[src/rtl/vpd_pkg.sv]
// Shared types and constants of the palette DAC register front end.
package vpd_pkg;

  typedef enum logic [1:0] {
    PORT_MASK       = 2'd0,
    PORT_READ_ADDR  = 2'd1,
    PORT_WRITE_ADDR = 2'd2,
    PORT_DATA       = 2'd3
  } port_t;

  localparam logic ACT_READ  = 1'b0;
  localparam logic ACT_WRITE = 1'b1;

  localparam logic [2:0] REG_EIGHT_BIT     = 3'd0;
  localparam logic [2:0] REG_HIDDEN_ENABLE = 3'd1;
  localparam logic [2:0] REG_FULL_LOAD     = 3'd2;
  localparam logic [2:0] REG_SHARED_INDEX  = 3'd3;
  localparam logic [2:0] REG_VGA_CLASS     = 3'd4;
  localparam logic [2:0] REG_LATCHED       = 3'd5;

  localparam logic [1:0] PHASE_RED   = 2'd0;
  localparam logic [1:0] PHASE_GREEN = 2'd1;
  localparam logic [1:0] PHASE_BLUE  = 2'd2;
  localparam logic [1:0] PHASE_NONE  = 2'd3;

  localparam int unsigned NUM_COMP      = 3;
  localparam int unsigned PALETTE_DEPTH = 256;

  localparam logic [7:0] COMP_MASK_6BIT   = 8'h3f;
  localparam logic [7:0] STATUS_READ_MODE = 8'h03;
  localparam logic [2:0] UNLOCK_COUNT     = 3'd4;

  typedef struct packed {
    logic accept;
    logic load_direct;
    logic load_mem;
  } vpd_cmd_t;

  typedef struct packed {
    logic data_read;
  } vpd_status_t;

endpackage

[src/rtl/vpd_ctrl.sv]
// Controller that sequences bus words and the palette read wait.
module vpd_ctrl
  import vpd_pkg::*;
(
  input  logic        clk,
  input  logic        rst,
  input  logic        in_valid,
  output logic        in_ready,
  output logic        out_valid,
  input  logic        out_ready,
  input  vpd_status_t status,
  output vpd_cmd_t    cmd
);

  typedef enum logic {
    S_IDLE,
    S_MEMRD
  } state_t;

  state_t state;
  logic   out_free;

  always_comb begin
    out_free        = !out_valid || out_ready;
    in_ready        = (state == S_IDLE) && out_free;
    cmd.accept      = in_valid && in_ready;
    cmd.load_direct = cmd.accept && !status.data_read;
    cmd.load_mem    = (state == S_MEMRD) && out_free;
  end

  always_ff @(posedge clk) begin
    if (rst) begin
      state     <= S_IDLE;
      out_valid <= 1'b0;
    end else begin
      unique case (state)
        S_IDLE: begin
          if (cmd.accept && status.data_read) begin
            state <= S_MEMRD;
          end
        end
        S_MEMRD: begin
          if (out_free) begin
            state <= S_IDLE;
          end
        end
        default: state <= S_IDLE;
      endcase
      if (cmd.load_direct || cmd.load_mem) begin
        out_valid <= 1'b1;
      end else if (out_ready) begin
        out_valid <= 1'b0;
      end
    end
  end

endmodule

[config.mk]
export PLATFORM = sky130hd
export DESIGN_NAME = vpd_ctrl
export DESIGN_NICKNAME = d
export VERILOG_FILES = /design/src/rtl/vpd_pkg.sv /design/src/rtl/vpd_ctrl.sv
export SDC_FILE = /design/constraint.sdc
export NUM_CORES = 1
export LEC_CHECK = 0
export BUFFER_PORTS_ARGS = -buffer_cell sky130_fd_sc_hd__buf_2
export CORE_AREA = 2 2 39 41
export CTS_BUF_LIST = sky130_fd_sc_hd__clkbuf_16
export DETAILED_ROUTE_END_ITERATION = 10
export DIE_AREA = 0 0 41 43
export GPL_TIMING_DRIVEN = 0
export PLACE_DENSITY = 0.3
export SLEW_MARGIN = 20
export SYNTH_ARGS = -nofsm -noshare
export SYNTH_HDL_FRONTEND = slang
export SYNTH_SLANG_ARGS = --single-unit
[constraint.sdc]
create_clock -name clk -period 1.05 [get_ports clk]
set_input_delay 0.1575 -clock clk [delete_from_list [all_inputs] [get_ports clk]]
set_output_delay 0.1575 -clock clk [all_outputs]
set_load 0.01 [all_outputs]
==> flow_summary.ini, run 1 <==
[status]
status = finished, violations left
violations = negative setup slack

[synthesis]
muxShareOfSynthArea_pct = 0
synthAdderAreaFrac_pct = 0
synth_xor_area_share_pct = 0
yosys.area.top_type = dfxtp_1
ys_seq_area_share_pct = 35.16
yosysWarnings = 0
yosys.area_share.simple_pct = 47.25
syn_inst = 14
synth_compound_area_share_pct = 14.29
synth_top_area_share_pct = 35.16
netlist-cell-type-count = 10
synth_area_leaders = dfxtp_1 35%, and4bb_1 11%, nand2b_1 11%
synthesis.area_sq_um = 113.9
synth_top_family_by_area = simple AND/OR/NAND/NOR gates
synth-seq-cells = 2
syn_nets = 19
synth_area_per_cell_sq_um = 8.133

[cells_and_area]
final_common_cell = buf_2
seqCellArea_sq_um = 42.54
multi_input_area_sq_um = 82.58
antenna_cells = 0
fill_cells = 154
layout.nets = 36
syn_to_final_growth_pct = 156.0
final_cell_mix = 9 x buf_2, 3 x nor2_1, 3 x clkbuf_16, 3 x buf_4
fin_util_pct = 21.07
drive_above_1_share_pct = 68.97

[pwr]
power_leakage_nw = 0.1464
intPower_mw = 0.6001
swShare_pct = 15.87
p_sw_mw = 0.1132
ir_worst_vdd_uv = 1340
combPwrFrac_pct = 9.0
power.density_mw_per_mm2 = 2447
seqPwrFrac_pct = 12.3
clkPwrFrac_pct = 78.7

[critical_path]
crit_family = flip-flops
crit_path_start_kind = register
crit_end = in_ready
crit_fanout = 4
critPathArrivalTime_ns = 0.92
r2r-start = out_valid
cp_data_required_time_ns = 0.89
slowest_delay_ns = 0.34
cp-startpoint = out_valid
slowest_stage = dfxtp_2
path_buf_inv = 1
path_cells = nor2b_4 -> nor2_1 -> buf_2
worstRegToRegCells = 4
worst_r2r_endpoint = state
ff2ff_setup_slack_ns = 0.06
path_depth = 3
crit_path_end_kind = output port
worstSetupPathType = register to output port

[floorplan]
fp.dieArea_sq_mm = 0.001763
initial_utilization_pct = 8.228
die_h_um = 43
die_width_um = 41
coreArea_sq_mm = 0.001384
io_pins = 10
row_count = 14

[min_path]
min_path_cells = 2
hp-class = input pin to register

[clock_network]
clk_latency_ns = 0.22
clkTransAtPathRegs_ns = 0.03
cts_tree = built
ctsHoldBuffers = 0
cts_made_buffers = 3
h-tree-depth = 1
cts_sinks = 2
cts-root-buf = clkbuf_16
clock_path_buffers = 2

[grt]
grt_pass1_wl_um = 690
grt_use_total_pct = 6.713
antenna_found_initial = 0
first_global_vias = 155
grt_overflow = 0
grt_max_degree = 5

[sta]
period_minus_slack_ns = 1.077
fin_ws_ns = -0.02723
setup_tns_ns = -0.08163
rsz0062_at_grt = yes
relSlewSlack_pct = 89.52
fin_crit_sh_pct = 102.6
hold_viol = 0
fmax_ghz = 0.9283
finalMaxSlewViolations = 0
setup_violations = 4
tightest_slew_ns = 0.1564
finalClockSkew_ns = 0.002760

[drt]
drt_pass1_iterations = 4
drt-total-wl_um = 475
vias = 170
routed_via_density = 3.778
ant_nets = 0
drc_errors = 0
wl_per_cell_um = 10.56
drt_iter0_drc = 3

[place]
finalWeightedCongestion = 0.5706
place_ws_ns = 0.1150
io_buffer_count = 9
hpwl_um = 314.4

[flow_run]
drv_cap = 0
## flip-flops by register name, indices dropped and copies added (netlist names)
signal,count
out_valid,1
state,1
## logic make-up (layout without fill, tap and decap cells)
group,Yosys count,in the layout
AND/OR/NAND/NOR,9,9
buffers and inverters,1,16
flip-flops,2,2
AO/OA/AOI/OAI,2,2
## per-layer routing
metal	global-route usage [%]	share of wire, %
met4	4.000	0
met2	8.438	44
met1	6.070	36
met3	7.853	20
met5	0	0
## per-stage QoR
stage	instances	total power, mW	instance area, sq um	hold slack [ns]
6_report	45	0.7134	291.5	0.1378
5_1_grt	45	0.7454	291.5	0.1512
4_1_cts	45	0.7271	291.5	0.1365
3_5_place_dp	39	0.1377	178.9	0.3656
3_3_place_gp	39	0.1378	178.9	0.3636
2_1_floorplan	14	0.1111	113.9	0.2269
## power by group through the flow
| stage | logic [mW] | registers (mW) | clock network [mW] |
|---|---|---|---|
| 2_1_floorplan | 0.0238 | 0.0873 | 0 |
| 3_3_place_gp | 0.0509 | 0.0869 | 0 |
| 3_5_place_dp | 0.0509 | 0.0867 | 0 |
| 4_1_cts | 0.0637 | 0.0874 | 0.576 |
| 5_1_grt | 0.0711 | 0.0886 | 0.586 |
| 6_report | 0.0641 | 0.0880 | 0.561 |
## cell usage after synthesis
cell,count
and3_1,1
nor2b_1,1
and4bb_1,1
nor2_1,3
a31oi_1,1
nand2b_1,2
a41o_1,1
inv_1,1
dfxtp_1,2
nor3_1,1
## worst min-delay path by stage
stage / from / to / slack, ns
final: rst / out_valid / 0.14
after global routing: rst / out_valid / 0.15
after CTS: rst / out_valid / 0.14
after global placement: rst / out_valid / 0.36
after detailed placement: rst / out_valid / 0.37
after floorplan: rst / out_valid / 0.23
## cell type report
cell class,instances,area share (%)
well taps,16,6.867
inverters,1,1.288
multi-input cells,11,28.33
clock buffers,3,25.75
flip-flops and latches,2,14.59
repair buffers,12,23.18
## repair_timing
item | CTS | global route
gates resized for setup | 6 | 0
pin swaps | 3 | 1
endpoints found under the setup margin | 4 | 4
setup buffers | 3 | 0
No activity file was read; power rests on OpenSTA's default activity.
==> run 2: changes to the inputs <==
==> constraint.sdc (replaced) <==
create_clock -name clk -period 1.1 [get_ports clk]
set_input_delay 0.165 -clock clk [delete_from_list [all_inputs] [get_ports clk]]
set_output_delay 0.165 -clock clk [all_outputs]
set_load 0.01 [all_outputs]
==> flow_summary.ini, run 2 (synthesis results as in run 1) <==
[status]
status = completed

[drt]
drt-total-wl_um = 444
wl_per_cell_um = 10.33
vias = 159
drt_iter0_drc = 3
drc_errors = 0
drt_pass1_iterations = 2
ant_nets = 0
routed_via_density = 3.698

[place]
place_ws_ns = 0.1575
dp.cells = 39
finalWeightedCongestion = 0.5706
io_buffer_count = 9
hpwl_um = 314.4

[cells_and_area]
seqCellArea_sq_um = 45.04
multi_input_area_sq_um = 82.58
layout.nets = 34
final_cell_mix = 9 x buf_2, 3 x nor2_1, 3 x clkbuf_16
top_regs = out_valid x1, state x1
final_common_cell = buf_2
drive_above_1_share_pct = 66.67
fill_cells = 157
syn_to_final_growth_pct = 145.1
antenna_cells = 0
final_cells = 43

[pwr]
power.density_mw_per_mm2 = 2414
ir_worst_vdd_uv = 1195
power.total_mw = 0.6734
power_leakage_nw = 0.1371

[critical_path]
crit_path_start_kind = register
slowest_delay_ns = 0.34
worst_r2r_endpoint = state
crit_path_end_kind = output port
critPathArrivalTime_ns = 0.91
slowest_stage = dfxtp_2
crit_end = in_ready
cp-startpoint = out_valid
ff2ff_setup_slack_ns = 0.24
worstSetupPathType = register to output port
cp_data_required_time_ns = 0.94
r2r-start = out_valid
path_cells = nor2b_4 -> nor2_1 -> buf_2
worstRegToRegCells = 3
crit_fanout = 4

[sta]
relSlewSlack_pct = 89.78
fmax_ghz = 0.9261
rsz0062_at_grt = yes
tightest_slew_ns = 0.1526
setup_violations = 0
finalMaxSlewViolations = 0
hold_viol = 0
fin_ws_ns = 0.02017
period_minus_slack_ns = 1.080
finalClockSkew_ns = 0.002625
fin_crit_sh_pct = 98.17
whs_ns = 0.1440

[flow_run]
drv_cap = 0

[floorplan]
coreArea_sq_mm = 0.001384
die_width_um = 41
row_count = 14
io_pins = 10
fp.dieArea_sq_mm = 0.001763
die_h_um = 43
initial_utilization_pct = 8.228

[grt]
first_global_vias = 135
grt_overflow = 0
antenna_found_initial = 0
grt_use_total_pct = 6.112
grt_pass1_wl_um = 607
grt_max_degree = 6

[clock_network]
clk_latency_ns = 0.22
h-tree-depth = 1
cts_tree = built
clkTransAtPathRegs_ns = 0.03
cts_made_buffers = 3
cts-root-buf = clkbuf_16
ctsHoldBuffers = 0
clock_path_buffers = 2
cts_sinks = 2

[min_path]
hp-class = input pin to register
[run 2: changes by cell type in the layout (fill, tap and decap cells not counted)]
cell	before	now
buf_4	3	1
dfxtp_4	0	1
dfxtp_2	2	1
[run 2: where the power goes]
group	total [mW]	switching (mW)	internal, mW
Sequential	0.0825	0.00524	0.0773
Clock	0.535	0.0736	0.462
Combinational	0.0557	0.0271	0.0285
[run 2: worst min path at each step]
stage          start        end  cells after the start  slack [ns]
6_report         rst  out_valid                      2        0.14
5_1_grt          rst  out_valid                      2        0.15
4_1_cts          rst  out_valid                      2        0.14
3_5_place_dp     rst  out_valid                      2        0.37
3_3_place_gp     rst  out_valid                      2        0.37
2_1_floorplan    rst  out_valid                      1        0.23
[run 2: worst max-delay path, delay by kind of cell, from the launching register on]
| family | cells | cell delay [ns] |
|---|---|---|
| flip-flops | 1 | 0.34 |
| AND/OR/NAND/NOR | 2 | 0.23 |
| buffers and inverters | 1 | 0.13 |
[run 2: layout make-up]
type                    instances  area share (%)
well taps                      16           7.175
repair buffers                 10           18.83
clock buffers                   3           26.91
inverters                       1           1.345
flip-flops and latches          2           16.14
multi-input cells              11           29.60
[run 2: repair_timing]
action                     4_1_cts  5_1_grt
pin swaps                        1        1
resized for setup                5        2
buffers inserted                 1        0
setup endpoints to repair        4        4
[run 2: metal layers]
layer | share of wire, % | wire, um | up-vias | global-route usage (%)
met3 | 21 | 94 | 0 | 7.853
met4 | 0 | 0 | 0 | 4.000
met2 | 43 | 189 | 12 | 6.875
met1 | 36 | 160 | 70 | 5.751
li1 | - | - | 77 | -
met5 | 0 | 0 | - | 0
[run 2: stage by stage]
stage               instance area, sq um   TNS, ns  util, %
floorplan                          113.9         0        -
global placement                   178.9         0    12.93
detailed placement                 178.9         0    12.93
CTS                                276.5         0    19.98
global route                       279.0  -0.05747    20.16
finish                             279.0         0    20.16
==> run 3: changes to the inputs <==
--- a/config.mk
+++ b/config.mk
@@ -6,12 +6,13 @@
 export NUM_CORES = 1
 export LEC_CHECK = 0
 export BUFFER_PORTS_ARGS = -buffer_cell sky130_fd_sc_hd__buf_2
+export CELL_PAD_IN_SITES_DETAIL_PLACEMENT = 1
+export CELL_PAD_IN_SITES_GLOBAL_PLACEMENT = 1
 export CORE_AREA = 2 2 39 41
-export CTS_BUF_LIST = sky130_fd_sc_hd__clkbuf_16
 export DETAILED_ROUTE_END_ITERATION = 10
 export DIE_AREA = 0 0 41 43
 export GPL_TIMING_DRIVEN = 0
-export PLACE_DENSITY = 0.3
+export PLACE_DENSITY = 0.34
 export SLEW_MARGIN = 20
 export SYNTH_ARGS = -nofsm -noshare
 export SYNTH_HDL_FRONTEND = slang
==> flow_summary.ini, run 3 (synthesis results as in run 1) <==
[status]
status = completed

[min_path]
min_from = rst
hp-class = input pin to register
min_path_cells = 2
hold_end = out_valid

[drt]
drt-total-wl_um = 447
routed_via_density = 3.756
wl_per_cell_um = 9.933
drt_pass1_iterations = 4
drc_errors = 0
vias = 169
drt_iter0_drc = 1
ant_nets = 0

[place]
finalWeightedCongestion = 0.5555
dp.cells = 39
io_buffer_count = 9
place_ws_ns = 0.1339

[cells_and_area]
final_common_cell = buf_2
seqCellArea_sq_um = 45.04
multi_input_area_sq_um = 82.58
top_regs = out_valid x1, state x1
final_cell_mix = 9 x buf_2, 3 x nor2_1, 3 x clkbuf_4, 3 x buf_4, 2 x nand2b_1
final_cells = 45
fill_cells = 164
antenna_cells = 0
syn_to_final_growth_pct = 112.1
drive_above_1_share_pct = 68.97
layout.nets = 36

[grt]
first_global_vias = 159
grt_max_degree = 6
grt_use_total_pct = 6.012
antenna_found_initial = 0
grt_overflow = 0
grt_pass1_wl_um = 627

[clock_network]
h-tree-depth = 1
ctsHoldBuffers = 0
cts_made_buffers = 3
cts-root-buf = clkbuf_4
cts_sinks = 2
clkTransAtPathRegs_ns = 0.03
cts_tree = built
clk_latency_ns = 0.22
clock_path_buffers = 2

[critical_path]
slowest_delay_ns = 0.32
critPathArrivalTime_ns = 0.92
crit_family = flip-flops
slowest_stage = dfxtp_2
crit_fanout = 4
worstRegToRegCells = 4
path_cells = nor2b_4 -> nor3_2 -> buf_2
cp_data_required_time_ns = 0.94
path_depth = 3
crit_path_end_kind = output port
r2r-start = out_valid
ff2ff_setup_slack_ns = 0.10
path_buf_inv = 1
crit_path_start_kind = register
worst_r2r_endpoint = state
worstSetupPathType = register to output port

[floorplan]
fp.dieArea_sq_mm = 0.001763
die_width_um = 41
coreArea_sq_mm = 0.001384
initial_utilization_pct = 8.228
die_h_um = 43
io_pins = 10
row_count = 14

[sta]
period_minus_slack_ns = 1.086
finalMaxSlewViolations = 0
fmax_ghz = 0.9207
finalClockSkew_ns = 0.001575
setup_violations = 0
rsz0062_at_grt = yes
tightest_slew_ns = 0.1555
fin_crit_sh_pct = 98.74
fin_ws_ns = 0.01382
hold_viol = 0
relSlewSlack_pct = 89.58

[pwr]
clkPwrFrac_pct = 52.9
intPower_mw = 0.2312
seqPwrFrac_pct = 26.9
p_sw_mw = 0.07620
power_leakage_nw = 0.1234
power.density_mw_per_mm2 = 1273
swShare_pct = 24.79
ir_worst_vdd_uv = 386.9
combPwrFrac_pct = 20.2

[flow_run]
drv_cap = 0
run 3: area by class of cell:
class	instances	share of cell area, %
Multi-Input combinational cell	11	34.20
Timing Repair Buffer	12	27.98
Sequential cell	2	18.65
Clock buffer	3	9.326
Tap cell	16	8.290
Inverter	1	1.554
run 3: power by group through the flow:
stage,combinational [mW],clock [mW],sequential [mW]
after floorplan,0.0227,0,0.0834
after global placement,0.0486,0,0.0827
after detailed placement,0.0484,0,0.0829
after CTS,0.0579,0.178,0.0823
after global routing,0.0682,0.177,0.0830
final,0.0622,0.163,0.0825
run 3: repair_timing:
| action | CTS | global route |
|---|---|---|
| pin swaps | 2 | 1 |
| gates cloned | 0 | 0 |
| setup buffers | 2 | 1 |
| endpoints found under the setup margin | 4 | 4 |
| gates resized for setup | 7 | 0 |
run 3: through the flow:
stage / hold WS (ns) / instance area, sq um / power (mW) / setup TNS [ns] / util, %
3_5_place_dp: 0.3689 / 178.9 / 0.1313 / 0 / 12.93
4_1_cts: 0.1238 / 234.0 / 0.3178 / 0 / 16.91
5_1_grt: 0.1424 / 241.5 / 0.3283 / -0.1299 / 17.45
3_3_place_gp: 0.3731 / 178.9 / 0.1313 / 0 / 12.93
2_1_floorplan: 0.2344 / 113.9 / 0.1061 / 0 / -
6_report: 0.1382 / 241.5 / 0.3074 / 0 / 17.45
run 3: how the worst max path moves through the flow:
stage               slack [ns]      start      to
floorplan                 0.15  out_valid  cmd[1]
global placement          0.16  out_valid  cmd[1]
detailed placement        0.13  out_valid  cmd[1]
CTS                      0.005  out_valid  cmd[1]
global route             -0.06  out_valid  cmd[1]
finish                    0.01  out_valid  cmd[1]
run 3: metal layers:
metal	up-vias	track usage, %	routed length (um)
li1	82	-	-
met1	73	7.348	189
met2	14	6.563	185
met3	0	2.094	72
met4	0	8.000	0
met5	-	0	0
